`config.mk`:
```
export PLATFORM = sky130hd
export DESIGN_NAME = postings_gap_varbyte_encoder
export DESIGN_NICKNAME = d
export VERILOG_FILES = /design/src/sv/pgve_pkg.sv /design/src/sv/pgve_ram.sv /design/src/sv/pgve_ctrl.sv /design/src/sv/pgve_dp.sv /design/src/sv/postings_gap_varbyte_encoder.sv
export SDC_FILE = /design/constraint.sdc
export NUM_CORES = 2
export LEC_CHECK = 0
export BUFFER_PORTS_ARGS = -buffer_cell sky130_fd_sc_hd__buf_4
export CAP_MARGIN = 20
export CORE_MARGIN = 3
export CORE_UTILIZATION = 60
export CTS_BUF_LIST = sky130_fd_sc_hd__clkbuf_4 sky130_fd_sc_hd__clkbuf_8 sky130_fd_sc_hd__clkbuf_16
export DETAILED_ROUTE_END_ITERATION = 8
export GPL_TIMING_DRIVEN = 0
export PLACE_DENSITY = 0.76
export SLEW_MARGIN = 40
export SYNTH_ARGS = -nofsm -noshare
export SYNTH_HDL_FRONTEND = slang
export SYNTH_HIERARCHICAL = 1
export SYNTH_SLANG_ARGS = --single-unit
```
`constraint.sdc`:
```
create_clock -name clk_i -period 13.82 [get_ports clk_i]
set_input_delay 2.764 -clock clk_i [delete_from_list [all_inputs] [get_ports clk_i]]
set_output_delay 2.764 -clock clk_i [all_outputs]
set_load 0.005 [all_outputs]
```
`src/sv/pgve_pkg.sv`:
```
package pgve_pkg;

  localparam int unsigned IdW    = 31;
  localparam int unsigned FreqW  = 31;
  localparam int unsigned EntryW = IdW + FreqW;
  localparam int unsigned CodeW  = 40;
  localparam int unsigned LenW   = 3;
  localparam int unsigned GroupW = 7;
  localparam int unsigned MaxLen = 5;

  localparam logic KindAdd    = 1'b0;
  localparam logic KindFinish = 1'b1;

  localparam logic SecId   = 1'b0;
  localparam logic SecFreq = 1'b1;

  typedef struct packed {
    logic capture;
    logic set_ovf;
    logic ins_read;
    logic ins_shift;
    logic ins_place;
    logic emit_start;
    logic emit_read;
    logic emit_load;
  } pgve_cmd_t;

  typedef struct packed {
    logic full;
    logic j_zero;
    logic new_less;
    logic out_free;
    logic is_last;
  } pgve_status_t;

  typedef struct packed {
    logic [CodeW-1:0] word;
    logic [LenW-1:0]  len;
  } vb_code_t;

  function automatic vb_code_t vb_encode(input logic [IdW-1:0] v);
    vb_code_t                    res;
    logic [MaxLen*GroupW-1:0]    vp;
    logic [LenW-1:0]             n;
    vp = {{(MaxLen*GroupW-IdW){1'b0}}, v};
    if (vp[4*GroupW +: GroupW] != '0) begin
      n = LenW'(5);
    end else if (vp[3*GroupW +: GroupW] != '0) begin
      n = LenW'(4);
    end else if (vp[2*GroupW +: GroupW] != '0) begin
      n = LenW'(3);
    end else if (vp[GroupW +: GroupW] != '0) begin
      n = LenW'(2);
    end else begin
      n = LenW'(1);
    end
    res.word = '0;
    res.len  = n;
    for (int b = 0; b < MaxLen; b++) begin
      if (LenW'(b) < n) begin
        res.word[8*b +: 8] = {(LenW'(b + 1) < n), vp[GroupW*b +: GroupW]};
      end
    end
    return res;
  endfunction

endpackage

```
`src/sv/pgve_ram.sv`:
```
module pgve_ram #(
  parameter int unsigned WIDTH = 62,
  parameter int unsigned DEPTH = 32
) (
  input  logic                                  clk_i,
  input  logic                                  we_i,
  input  logic [(DEPTH > 1 ? $clog2(DEPTH) : 1)-1:0] waddr_i,
  input  logic [WIDTH-1:0]                      wdata_i,
  input  logic                                  re_i,
  input  logic [(DEPTH > 1 ? $clog2(DEPTH) : 1)-1:0] raddr_i,
  output logic [WIDTH-1:0]                      rdata_o
);

  logic [WIDTH-1:0] mem_q [DEPTH];
  logic [WIDTH-1:0] rdata_q;

  always_ff @(posedge clk_i) begin
    if (we_i) begin
      mem_q[waddr_i] <= wdata_i;
    end
    if (re_i) begin
      rdata_q <= mem_q[raddr_i];
    end
  end

  assign rdata_o = rdata_q;

endmodule

```
`src/sv/pgve_ctrl.sv`:
```
module pgve_ctrl
  import pgve_pkg::*;
(
  input  logic         clk_i,
  input  logic         rst_ni,
  input  logic         in_valid_i,
  output logic         in_ready_o,
  input  logic         kind_i,
  input  pgve_status_t status_i,
  output pgve_cmd_t    cmd_o
);

  typedef enum logic [4:0] {
    StIdle  = 5'b00001,
    StInsRd = 5'b00010,
    StInsCmp = 5'b00100,
    StEmRd  = 5'b01000,
    StEmLd  = 5'b10000
  } state_e;

  state_e state_q, state_d;

  always_comb begin
    state_d    = state_q;
    cmd_o      = '0;
    in_ready_o = 1'b0;
    case (state_q)
      StIdle: begin
        in_ready_o = 1'b1;
        if (in_valid_i) begin
          if (kind_i == KindFinish) begin
            cmd_o.emit_start = 1'b1;
            state_d          = StEmRd;
          end else if (status_i.full) begin
            cmd_o.set_ovf = 1'b1;
          end else begin
            cmd_o.capture = 1'b1;
            state_d       = StInsRd;
          end
        end
      end
      StInsRd: begin
        if (status_i.j_zero) begin
          cmd_o.ins_place = 1'b1;
          state_d         = StIdle;
        end else begin
          cmd_o.ins_read = 1'b1;
          state_d        = StInsCmp;
        end
      end
      StInsCmp: begin
        if (status_i.new_less) begin
          cmd_o.ins_shift = 1'b1;
          state_d         = StInsRd;
        end else begin
          cmd_o.ins_place = 1'b1;
          state_d         = StIdle;
        end
      end
      StEmRd: begin
        cmd_o.emit_read = 1'b1;
        state_d         = StEmLd;
      end
      StEmLd: begin
        if (status_i.out_free) begin
          cmd_o.emit_load = 1'b1;
          state_d         = status_i.is_last ? StIdle : StEmRd;
        end
      end
      default: begin
        state_d = StIdle;
      end
    endcase
  end

  always_ff @(posedge clk_i or negedge rst_ni) begin
    if (!rst_ni) begin
      state_q <= StIdle;
    end else begin
      state_q <= state_d;
    end
  end

endmodule

```
`src/sv/pgve_dp.sv`:
```
module pgve_dp
  import pgve_pkg::*;
#(
  parameter int unsigned DEPTH = 32
) (
  input  logic               clk_i,
  input  logic               rst_ni,
  input  pgve_cmd_t          cmd_i,
  output pgve_status_t       status_o,
  input  logic [IdW-1:0]     doc_id_i,
  input  logic [FreqW-1:0]   freq_i,
  output logic               out_valid_o,
  input  logic               out_ready_i,
  output logic [CodeW-1:0]   code_word_o,
  output logic [LenW-1:0]    code_len_o,
  output logic               section_o,
  output logic               last_o,
  output logic [5:0]         posting_count_o,
  output logic [7:0]         id_bytes_o,
  output logic [7:0]         freq_bytes_o,
  output logic               dropped_o
);

  localparam int unsigned CntW = $clog2(DEPTH + 1);
  localparam int unsigned AddrW = DEPTH > 1 ? $clog2(DEPTH) : 1;

  logic [CntW-1:0]   count_q, count_d;
  logic              ovf_q, ovf_d;
  logic [CntW-1:0]   j_q, j_d;
  logic [EntryW-1:0] new_q, new_d;
  logic [CntW-1:0]   idx_q, idx_d;
  logic              sec_q, sec_d;
  logic [IdW-1:0]    prev_id_q, prev_id_d;
  logic [7:0]        idb_q, idb_d;
  logic [7:0]        frb_q, frb_d;

  logic              out_valid_q, out_valid_d;
  logic [CodeW-1:0]  word_q, word_d;
  logic [LenW-1:0]   len_q, len_d;
  logic              section_q, section_d;
  logic              last_q, last_d;
  logic [5:0]        pcnt_q, pcnt_d;
  logic [7:0]        idbo_q, idbo_d;
  logic [7:0]        frbo_q, frbo_d;
  logic              drop_q, drop_d;

  logic [CntW-1:0]   j_m1;
  logic [CntW-1:0]   cnt_m1;
  logic              ram_we;
  logic              ram_re;
  logic [AddrW-1:0]  ram_raddr;
  logic [EntryW-1:0] ram_wdata;
  logic [EntryW-1:0] rdata;
  logic [IdW-1:0]    rd_id;
  logic [FreqW-1:0]  rd_fr;
  logic [IdW-1:0]    code_val;
  vb_code_t          enc;
  logic              is_empty;
  logic              idx_last;
  logic              is_last;
  logic              out_free;

  assign j_m1      = j_q - CntW'(1);
  assign cnt_m1    = count_q - CntW'(1);
  assign ram_we    = cmd_i.ins_shift | cmd_i.ins_place;
  assign ram_re    = cmd_i.ins_read | cmd_i.emit_read;
  assign ram_raddr = cmd_i.ins_read ? j_m1[AddrW-1:0] : idx_q[AddrW-1:0];
  assign ram_wdata = cmd_i.ins_shift ? rdata : new_q;

  pgve_ram #(
    .WIDTH (EntryW),
    .DEPTH (DEPTH)
  ) u_store (
    .clk_i   (clk_i),
    .we_i    (ram_we),
    .waddr_i (j_q[AddrW-1:0]),
    .wdata_i (ram_wdata),
    .re_i    (ram_re),
    .raddr_i (ram_raddr),
    .rdata_o (rdata)
  );

  assign rd_id    = rdata[EntryW-1:FreqW];
  assign rd_fr    = rdata[FreqW-1:0];
  assign is_empty = (count_q == '0);
  assign idx_last = (idx_q == cnt_m1);
  assign is_last  = is_empty | ((sec_q == SecFreq) & idx_last);
  assign out_free = ~out_valid_q | out_ready_i;

  // first id raw, then gaps, then frequencies
  always_comb begin
    if (sec_q == SecFreq) begin
      code_val = rd_fr;
    end else if (idx_q == '0) begin
      code_val = rd_id;
    end else begin
      code_val = rd_id - prev_id_q;
    end
  end

  assign enc = vb_encode(code_val);

  always_comb begin
    count_d     = count_q;
    ovf_d       = ovf_q;
    j_d         = j_q;
    new_d       = new_q;
    idx_d       = idx_q;
    sec_d       = sec_q;
    prev_id_d   = prev_id_q;
    idb_d       = idb_q;
    frb_d       = frb_q;
    out_valid_d = out_valid_q & ~out_ready_i;
    word_d      = word_q;
    len_d       = len_q;
    section_d   = section_q;
    last_d      = last_q;
    pcnt_d      = pcnt_q;
    idbo_d      = idbo_q;
    frbo_d      = frbo_q;
    drop_d      = drop_q;

    if (cmd_i.set_ovf) begin
      ovf_d = 1'b1;
    end
    if (cmd_i.capture) begin
      new_d = {doc_id_i, freq_i};
      j_d   = count_q;
    end
    if (cmd_i.ins_shift) begin
      j_d = j_m1;
    end
    if (cmd_i.ins_place) begin
      count_d = count_q + CntW'(1);
    end
    if (cmd_i.emit_start) begin
      idx_d = '0;
      sec_d = SecId;
      idb_d = '0;
      frb_d = '0;
    end
    if (cmd_i.emit_load) begin
      out_valid_d = 1'b1;
      word_d      = is_empty ? '0 : enc.word;
      len_d       = is_empty ? '0 : enc.len;
      section_d   = is_empty ? SecId : sec_q;
      last_d      = is_last;
      pcnt_d      = is_last ? 6'(count_q) : '0;
      idbo_d      = is_last ? idb_q : '0;
      frbo_d      = is_last ? (is_empty ? '0 : frb_q + 8'(enc.len)) : '0;
      drop_d      = is_last ? ovf_q : 1'b0;
      if (sec_q == SecId) begin
        idb_d     = idb_q + 8'(enc.len);
        prev_id_d = rd_id;
      end else begin
        frb_d = frb_q + 8'(enc.len);
      end
      if (idx_last && (sec_q == SecId)) begin
        sec_d = SecFreq;
        idx_d = '0;
      end else begin
        idx_d = idx_q + CntW'(1);
      end
      if (is_last) begin
        count_d = '0;
        ovf_d   = 1'b0;
      end
    end
  end

  always_ff @(posedge clk_i or negedge rst_ni) begin
    if (!rst_ni) begin
      count_q     <= '0;
      ovf_q       <= 1'b0;
      out_valid_q <= 1'b0;
    end else begin
      count_q     <= count_d;
      ovf_q       <= ovf_d;
      out_valid_q <= out_valid_d;
    end
  end

  always_ff @(posedge clk_i) begin
    j_q       <= j_d;
    new_q     <= new_d;
    idx_q     <= idx_d;
    sec_q     <= sec_d;
    prev_id_q <= prev_id_d;
    idb_q     <= idb_d;
    frb_q     <= frb_d;
    word_q    <= word_d;
    len_q     <= len_d;
    section_q <= section_d;
    last_q    <= last_d;
    pcnt_q    <= pcnt_d;
    idbo_q    <= idbo_d;
    frbo_q    <= frbo_d;
    drop_q    <= drop_d;
  end

  assign status_o.full     = (count_q == CntW'(DEPTH));
  assign status_o.j_zero   = (j_q == '0);
  assign status_o.new_less = (new_q < rdata);
  assign status_o.out_free = out_free;
  assign status_o.is_last  = is_last;

  assign out_valid_o     = out_valid_q;
  assign code_word_o     = word_q;
  assign code_len_o      = len_q;
  assign section_o       = section_q;
  assign last_o          = last_q;
  assign posting_count_o = pcnt_q;
  assign id_bytes_o      = idbo_q;
  assign freq_bytes_o    = frbo_q;
  assign dropped_o       = drop_q;

  a_count_bound: assert property (@(posedge clk_i) disable iff (!rst_ni)
    count_q <= CntW'(DEPTH))
    else $error("posting count above depth");

  a_place_not_full: assert property (@(posedge clk_i) disable iff (!rst_ni)
    cmd_i.ins_place |-> count_q < CntW'(DEPTH))
    else $error("insert into full store");

  a_load_into_free: assert property (@(posedge clk_i) disable iff (!rst_ni)
    cmd_i.emit_load |-> out_free)
    else $error("result overwritten before taken");

  a_empty_only_last: assert property (@(posedge clk_i) disable iff (!rst_ni)
    (out_valid_q && (len_q == '0)) |-> (last_q && (pcnt_q == '0)))
    else $error("zero length code on a non-empty list");

endmodule

```
`src/sv/postings_gap_varbyte_encoder.sv`:
```
// Posting list variable-byte gap encoder. Each add (kind 0) inserts its
// (doc_id, freq) pair into a sorted store by walking it from the top:
// each entry moved costs a store read and a compare, and the new entry is
// written where the walk stops; no new word is accepted until it is placed.
// An add to a full store is dropped and flagged on the last result of the
// list. A finish (kind 1) walks the store twice, first emitting the first id
// then id gaps, then every frequency, one code per output word; each result
// is a store read, then an encode into the output register, which waits
// until the output register is free. An empty finish yields one word with
// code_len 0. The last word carries the posting count, both section byte
// totals and the dropped flag, and the store is empty again afterwards.
// No clearing pass after reset.
module postings_gap_varbyte_encoder
  import pgve_pkg::*;
#(
  parameter int unsigned DEPTH = 32
) (
  input  logic               clk_i,
  input  logic               rst_ni,
  input  logic               in_valid_i,
  output logic               in_ready_o,
  input  logic               kind_i,
  input  logic [IdW-1:0]     doc_id_i,
  input  logic [FreqW-1:0]   freq_i,
  output logic               out_valid_o,
  input  logic               out_ready_i,
  output logic [CodeW-1:0]   code_word_o,
  output logic [LenW-1:0]    code_len_o,
  output logic               section_o,
  output logic               last_o,
  output logic [5:0]         posting_count_o,
  output logic [7:0]         id_bytes_o,
  output logic [7:0]         freq_bytes_o,
  output logic               dropped_o
);

  pgve_cmd_t    cmd;
  pgve_status_t status;

  pgve_ctrl u_ctrl (
    .clk_i      (clk_i),
    .rst_ni     (rst_ni),
    .in_valid_i (in_valid_i),
    .in_ready_o (in_ready_o),
    .kind_i     (kind_i),
    .status_i   (status),
    .cmd_o      (cmd)
  );

  pgve_dp #(
    .DEPTH (DEPTH)
  ) u_dp (
    .clk_i           (clk_i),
    .rst_ni          (rst_ni),
    .cmd_i           (cmd),
    .status_o        (status),
    .doc_id_i        (doc_id_i),
    .freq_i          (freq_i),
    .out_valid_o     (out_valid_o),
    .out_ready_i     (out_ready_i),
    .code_word_o     (code_word_o),
    .code_len_o      (code_len_o),
    .section_o       (section_o),
    .last_o          (last_o),
    .posting_count_o (posting_count_o),
    .id_bytes_o      (id_bytes_o),
    .freq_bytes_o    (freq_bytes_o),
    .dropped_o       (dropped_o)
  );

endmodule

```
==> results.cfg <==
[status]
status = completed

[logic_synthesis]
yosys_warnings = 6
synth_compound_area_share_pct = 6.25
synth_enable_flop_cells = 2215
synthFlopType = edfxtp_1
synth_top_family_by_area = multiplexers
synthMuxAreaShare_pct = 11.8
synth_area_sq_um = 91500
synthArstFlopShare_pct = 0.579
syn_inst = 5599
syn_area_per_cell_sq_um = 16.4
post_synth_num_cell_types = 88
yosys.area_share.simple_pct = 4.49
synth-adder-area-share_pct = 1.49
synth-seq-cells = 2245
synth-seq-area-share_pct = 73.4
synth_xor_area_share_pct = 0.402

[sta]
fmax_mhz = 121
setup_viol = 0
setup_tns_ns = 0
maxSlewHeadroom_pct = 41.8
finClkSkew_ns = 0.0348
worst_pin_slew_ns = 0.849
min_period_ns = 8.30
setup_slack_ns = 5.52
drv_slew = 0
fin_crit_sh_pct = 60.0
finalHoldViolCount = 0
rsz0062_at_grt = false
whs_ns = 0.489

[cts]
post_cts_buffers = 0
clk_pin_slew_ns = 0.06
cts-resized-gates = 0
hold_buffers = 0
cts_buffers = 215
clock_sinks = 2245
root_buffer = clkbuf_16
cts_tree = built
cts_max_path_buffers = 3
clk_latency_ns = 0.85
h-tree-depth = 4

[grt]
grt_remaining_overflow = 0
grt_max_degree = 49
grt_usage_pct = 31.2
antenna_found_initial = 15
grt_pass1_wl_mm = 355
grt_pass1_vias = 52400

[drt]
drt_pass1_iterations = 6
via_count = 54100
drt_first_iter_violations = 7252
via_per_inst = 6.51
wirelength_mm = 247
drc_errors = 0
routedWlPerCell_um = 29.7
postRouteAntennaNets = 0

[worst_setup_path]
path_class = flip-flop to flip-flop
required_ns = 14.35
endpoint_kind = flip-flop
r2r-start = u_dp/u_store/rdata_o[7]
arrival_ns = 8.83
cp-startpoint = u_dp/u_store/rdata_o[7]
cp-start-kind = flip-flop
crit_fanout = 16

[layout]
syn_to_final_growth_pct = 15.1
fin_nets = 6278
finalNonFillerCells = 8307
fin_util_pct = 69.9
drive_gt1_share_pct = 15.6
fin_area_sq_um = 105000

[place]
placed_area_sq_um = 98300
portBuffers = 132
dpl_worst_slack_ns = 5.62
numPlacedInstances = 7901
hpwl_mm = 168
gp_congestion = 0.920

[pwr]
leakage_nw = 37.6
max-vdd-ir-drop_mv = 0.154
totalPowerFinal_mw = 18.3
pwr_density_cell_nw_per_um2 = 173

[floorplanning]
ios = 137
die_y_um = 397
dieArea_sq_um = 157000
core_area_sq_um = 151000
die_x_um = 397
rows = 142
start_util_pct = 60.8

[worst_hold_path]
hp-class = flip-flop to flip-flop
hp-start = u_dp/ovf_q

[job]
drv_cap = 0
==> kinds of logic after synthesis <==
family	Yosys count
XOR/XNOR	42
flip-flops	2245
adder cells (fa/ha/maj)	107
other	1
multiplexers	1068
buffers and inverters	425
AO/OA/AOI/OAI	846
AND/OR/NAND/NOR	865
==> cells in the mapped netlist (all sizes together), types with 9 or more instances <==
master | count | share of area (%)
a22oi | 187 | 1.5
nand2 | 266 | 1.1
a211oi | 21 | 0.20
a22o | 126 | 1.2
a31oi | 75 | 0.51
a21o | 39 | 0.32
xor2 | 18 | 0.17
inv | 115 | 0.47
ha | 104 | 1.4
a21oi | 266 | 1.5
xnor2 | 24 | 0.23
nor2 | 137 | 0.57
clkbuf | 114 | 0.49
or3 | 13 | 0.092
and2 | 21 | 0.14
or2 | 10 | 0.068
o21a | 9 | 0.074
nand4 | 28 | 0.19
nand3 | 218 | 1.2
nor3 | 89 | 0.50
mux2i | 1006 | 11
dfxtp | 17 | 0.37
o21ai | 63 | 0.35
mux2 | 62 | 0.76
edfxtp | 2215 | 73
buf | 196 | 1.3
nor2b | 18 | 0.12
nand2b | 15 | 0.10
dfrtp | 12 | 0.33
and3 | 17 | 0.12
==> critical path, stage by stage, from the launching register on <==
cell      delay, ns
edfxtp_1       0.51
inv_1          0.09
ha_1           0.30
a21o_1         0.16
a21o_1         0.16
a21oi_1        0.45
o211ai_1       0.35
a21oi_1        0.60
o31ai_1        0.26
a21oi_1        0.73
o21a_1         0.44
and4_2         0.38
clkbuf_2       0.54
clkbuf_1       0.67
or2_2          0.31
or3b_1         0.37
clkbuf_2       0.35
nor2_4         0.54
buf_16         0.24
buf_8          0.20
buf_8          0.22
==> path summary, 6_finish.rpt <==
kind | depth (start not counted) | slack [ns] | endpoint
min in group asynchronous | 1 | 1.76 | u_ctrl/state_q[1]
hold / removal | 2 | 0.49 | u_dp/ovf_q
setup reg to reg | 20 | 5.52 | u_dp/u_store/mem_q[24][36]
max in group asynchronous | 1 | 11.83 | u_ctrl/state_q[0]
hold reg to reg | 2 | 0.49 | u_dp/ovf_q
setup / recovery | 20 | 5.52 | u_dp/u_store/mem_q[24][36]
==> power by group <==
group          switching, mW  internal, mW
Clock                   2.47          3.35
Sequential             0.221          7.91
Combinational           2.88          1.41
==> layer usage <==
metal	global-route usage [%]	vias up	share of wire, %
met5	0	-	0.037
met4	12.9	16	4.3
met3	6.87	545	11
met2	49.0	3323	47
met1	42.7	27300	37
li1	-	22900	-
==> layout by cell type (no fill, tap or decap), types with 75 or more instances in the layout <==
master     instances
clkbuf_1          98
nor2_1           102
buf_8             87
ha_1             104
buf_2            120
nand3_1          217
a31oi_1           75
inv_1            114
nand2_1          265
a22o_1           126
mux2i_1         1006
nor3_1            87
clkbuf_16        218
buf_4            196
edfxtp_1        2215
a22oi_1          187
a21oi_1          264
==> area by class of cell <==
type                    instances  area (sq um)
clock inverters               125          1220
clock buffers                 269          5840
repair buffers                284          3930
diodes                         10          25.0
flip-flops and latches       2245         67200
well taps                    2016          2520
fillers                      9397         45300
plain buffers                 310          1610
multi-input cells            2933         22600
inverters                     115           433
==> registers in the layout (all words and copies together) (netlist names) <==
register / flops
u_dp/u_store/mem_q: 1984
u_dp/new_q: 62
u_dp/u_store/rdata_o: 62
u_dp/code_word_o: 36
u_dp/prev_id_q: 31
u_dp/frb_q: 8
u_dp/freq_bytes_o: 8
u_dp/id_bytes_o: 8
u_dp/idb_q: 8
u_dp/count_q: 6
u_dp/idx_q: 6
u_dp/j_q: 6
u_dp/posting_count_o: 6
u_ctrl/state_q: 5
u_dp/code_len_o: 3
u_dp/dropped_o: 1
u_dp/last_o: 1
u_dp/out_valid_o: 1
u_dp/ovf_q: 1
u_dp/sec_q: 1
u_dp/section_o: 1
(Power assumes the default switching activity.)
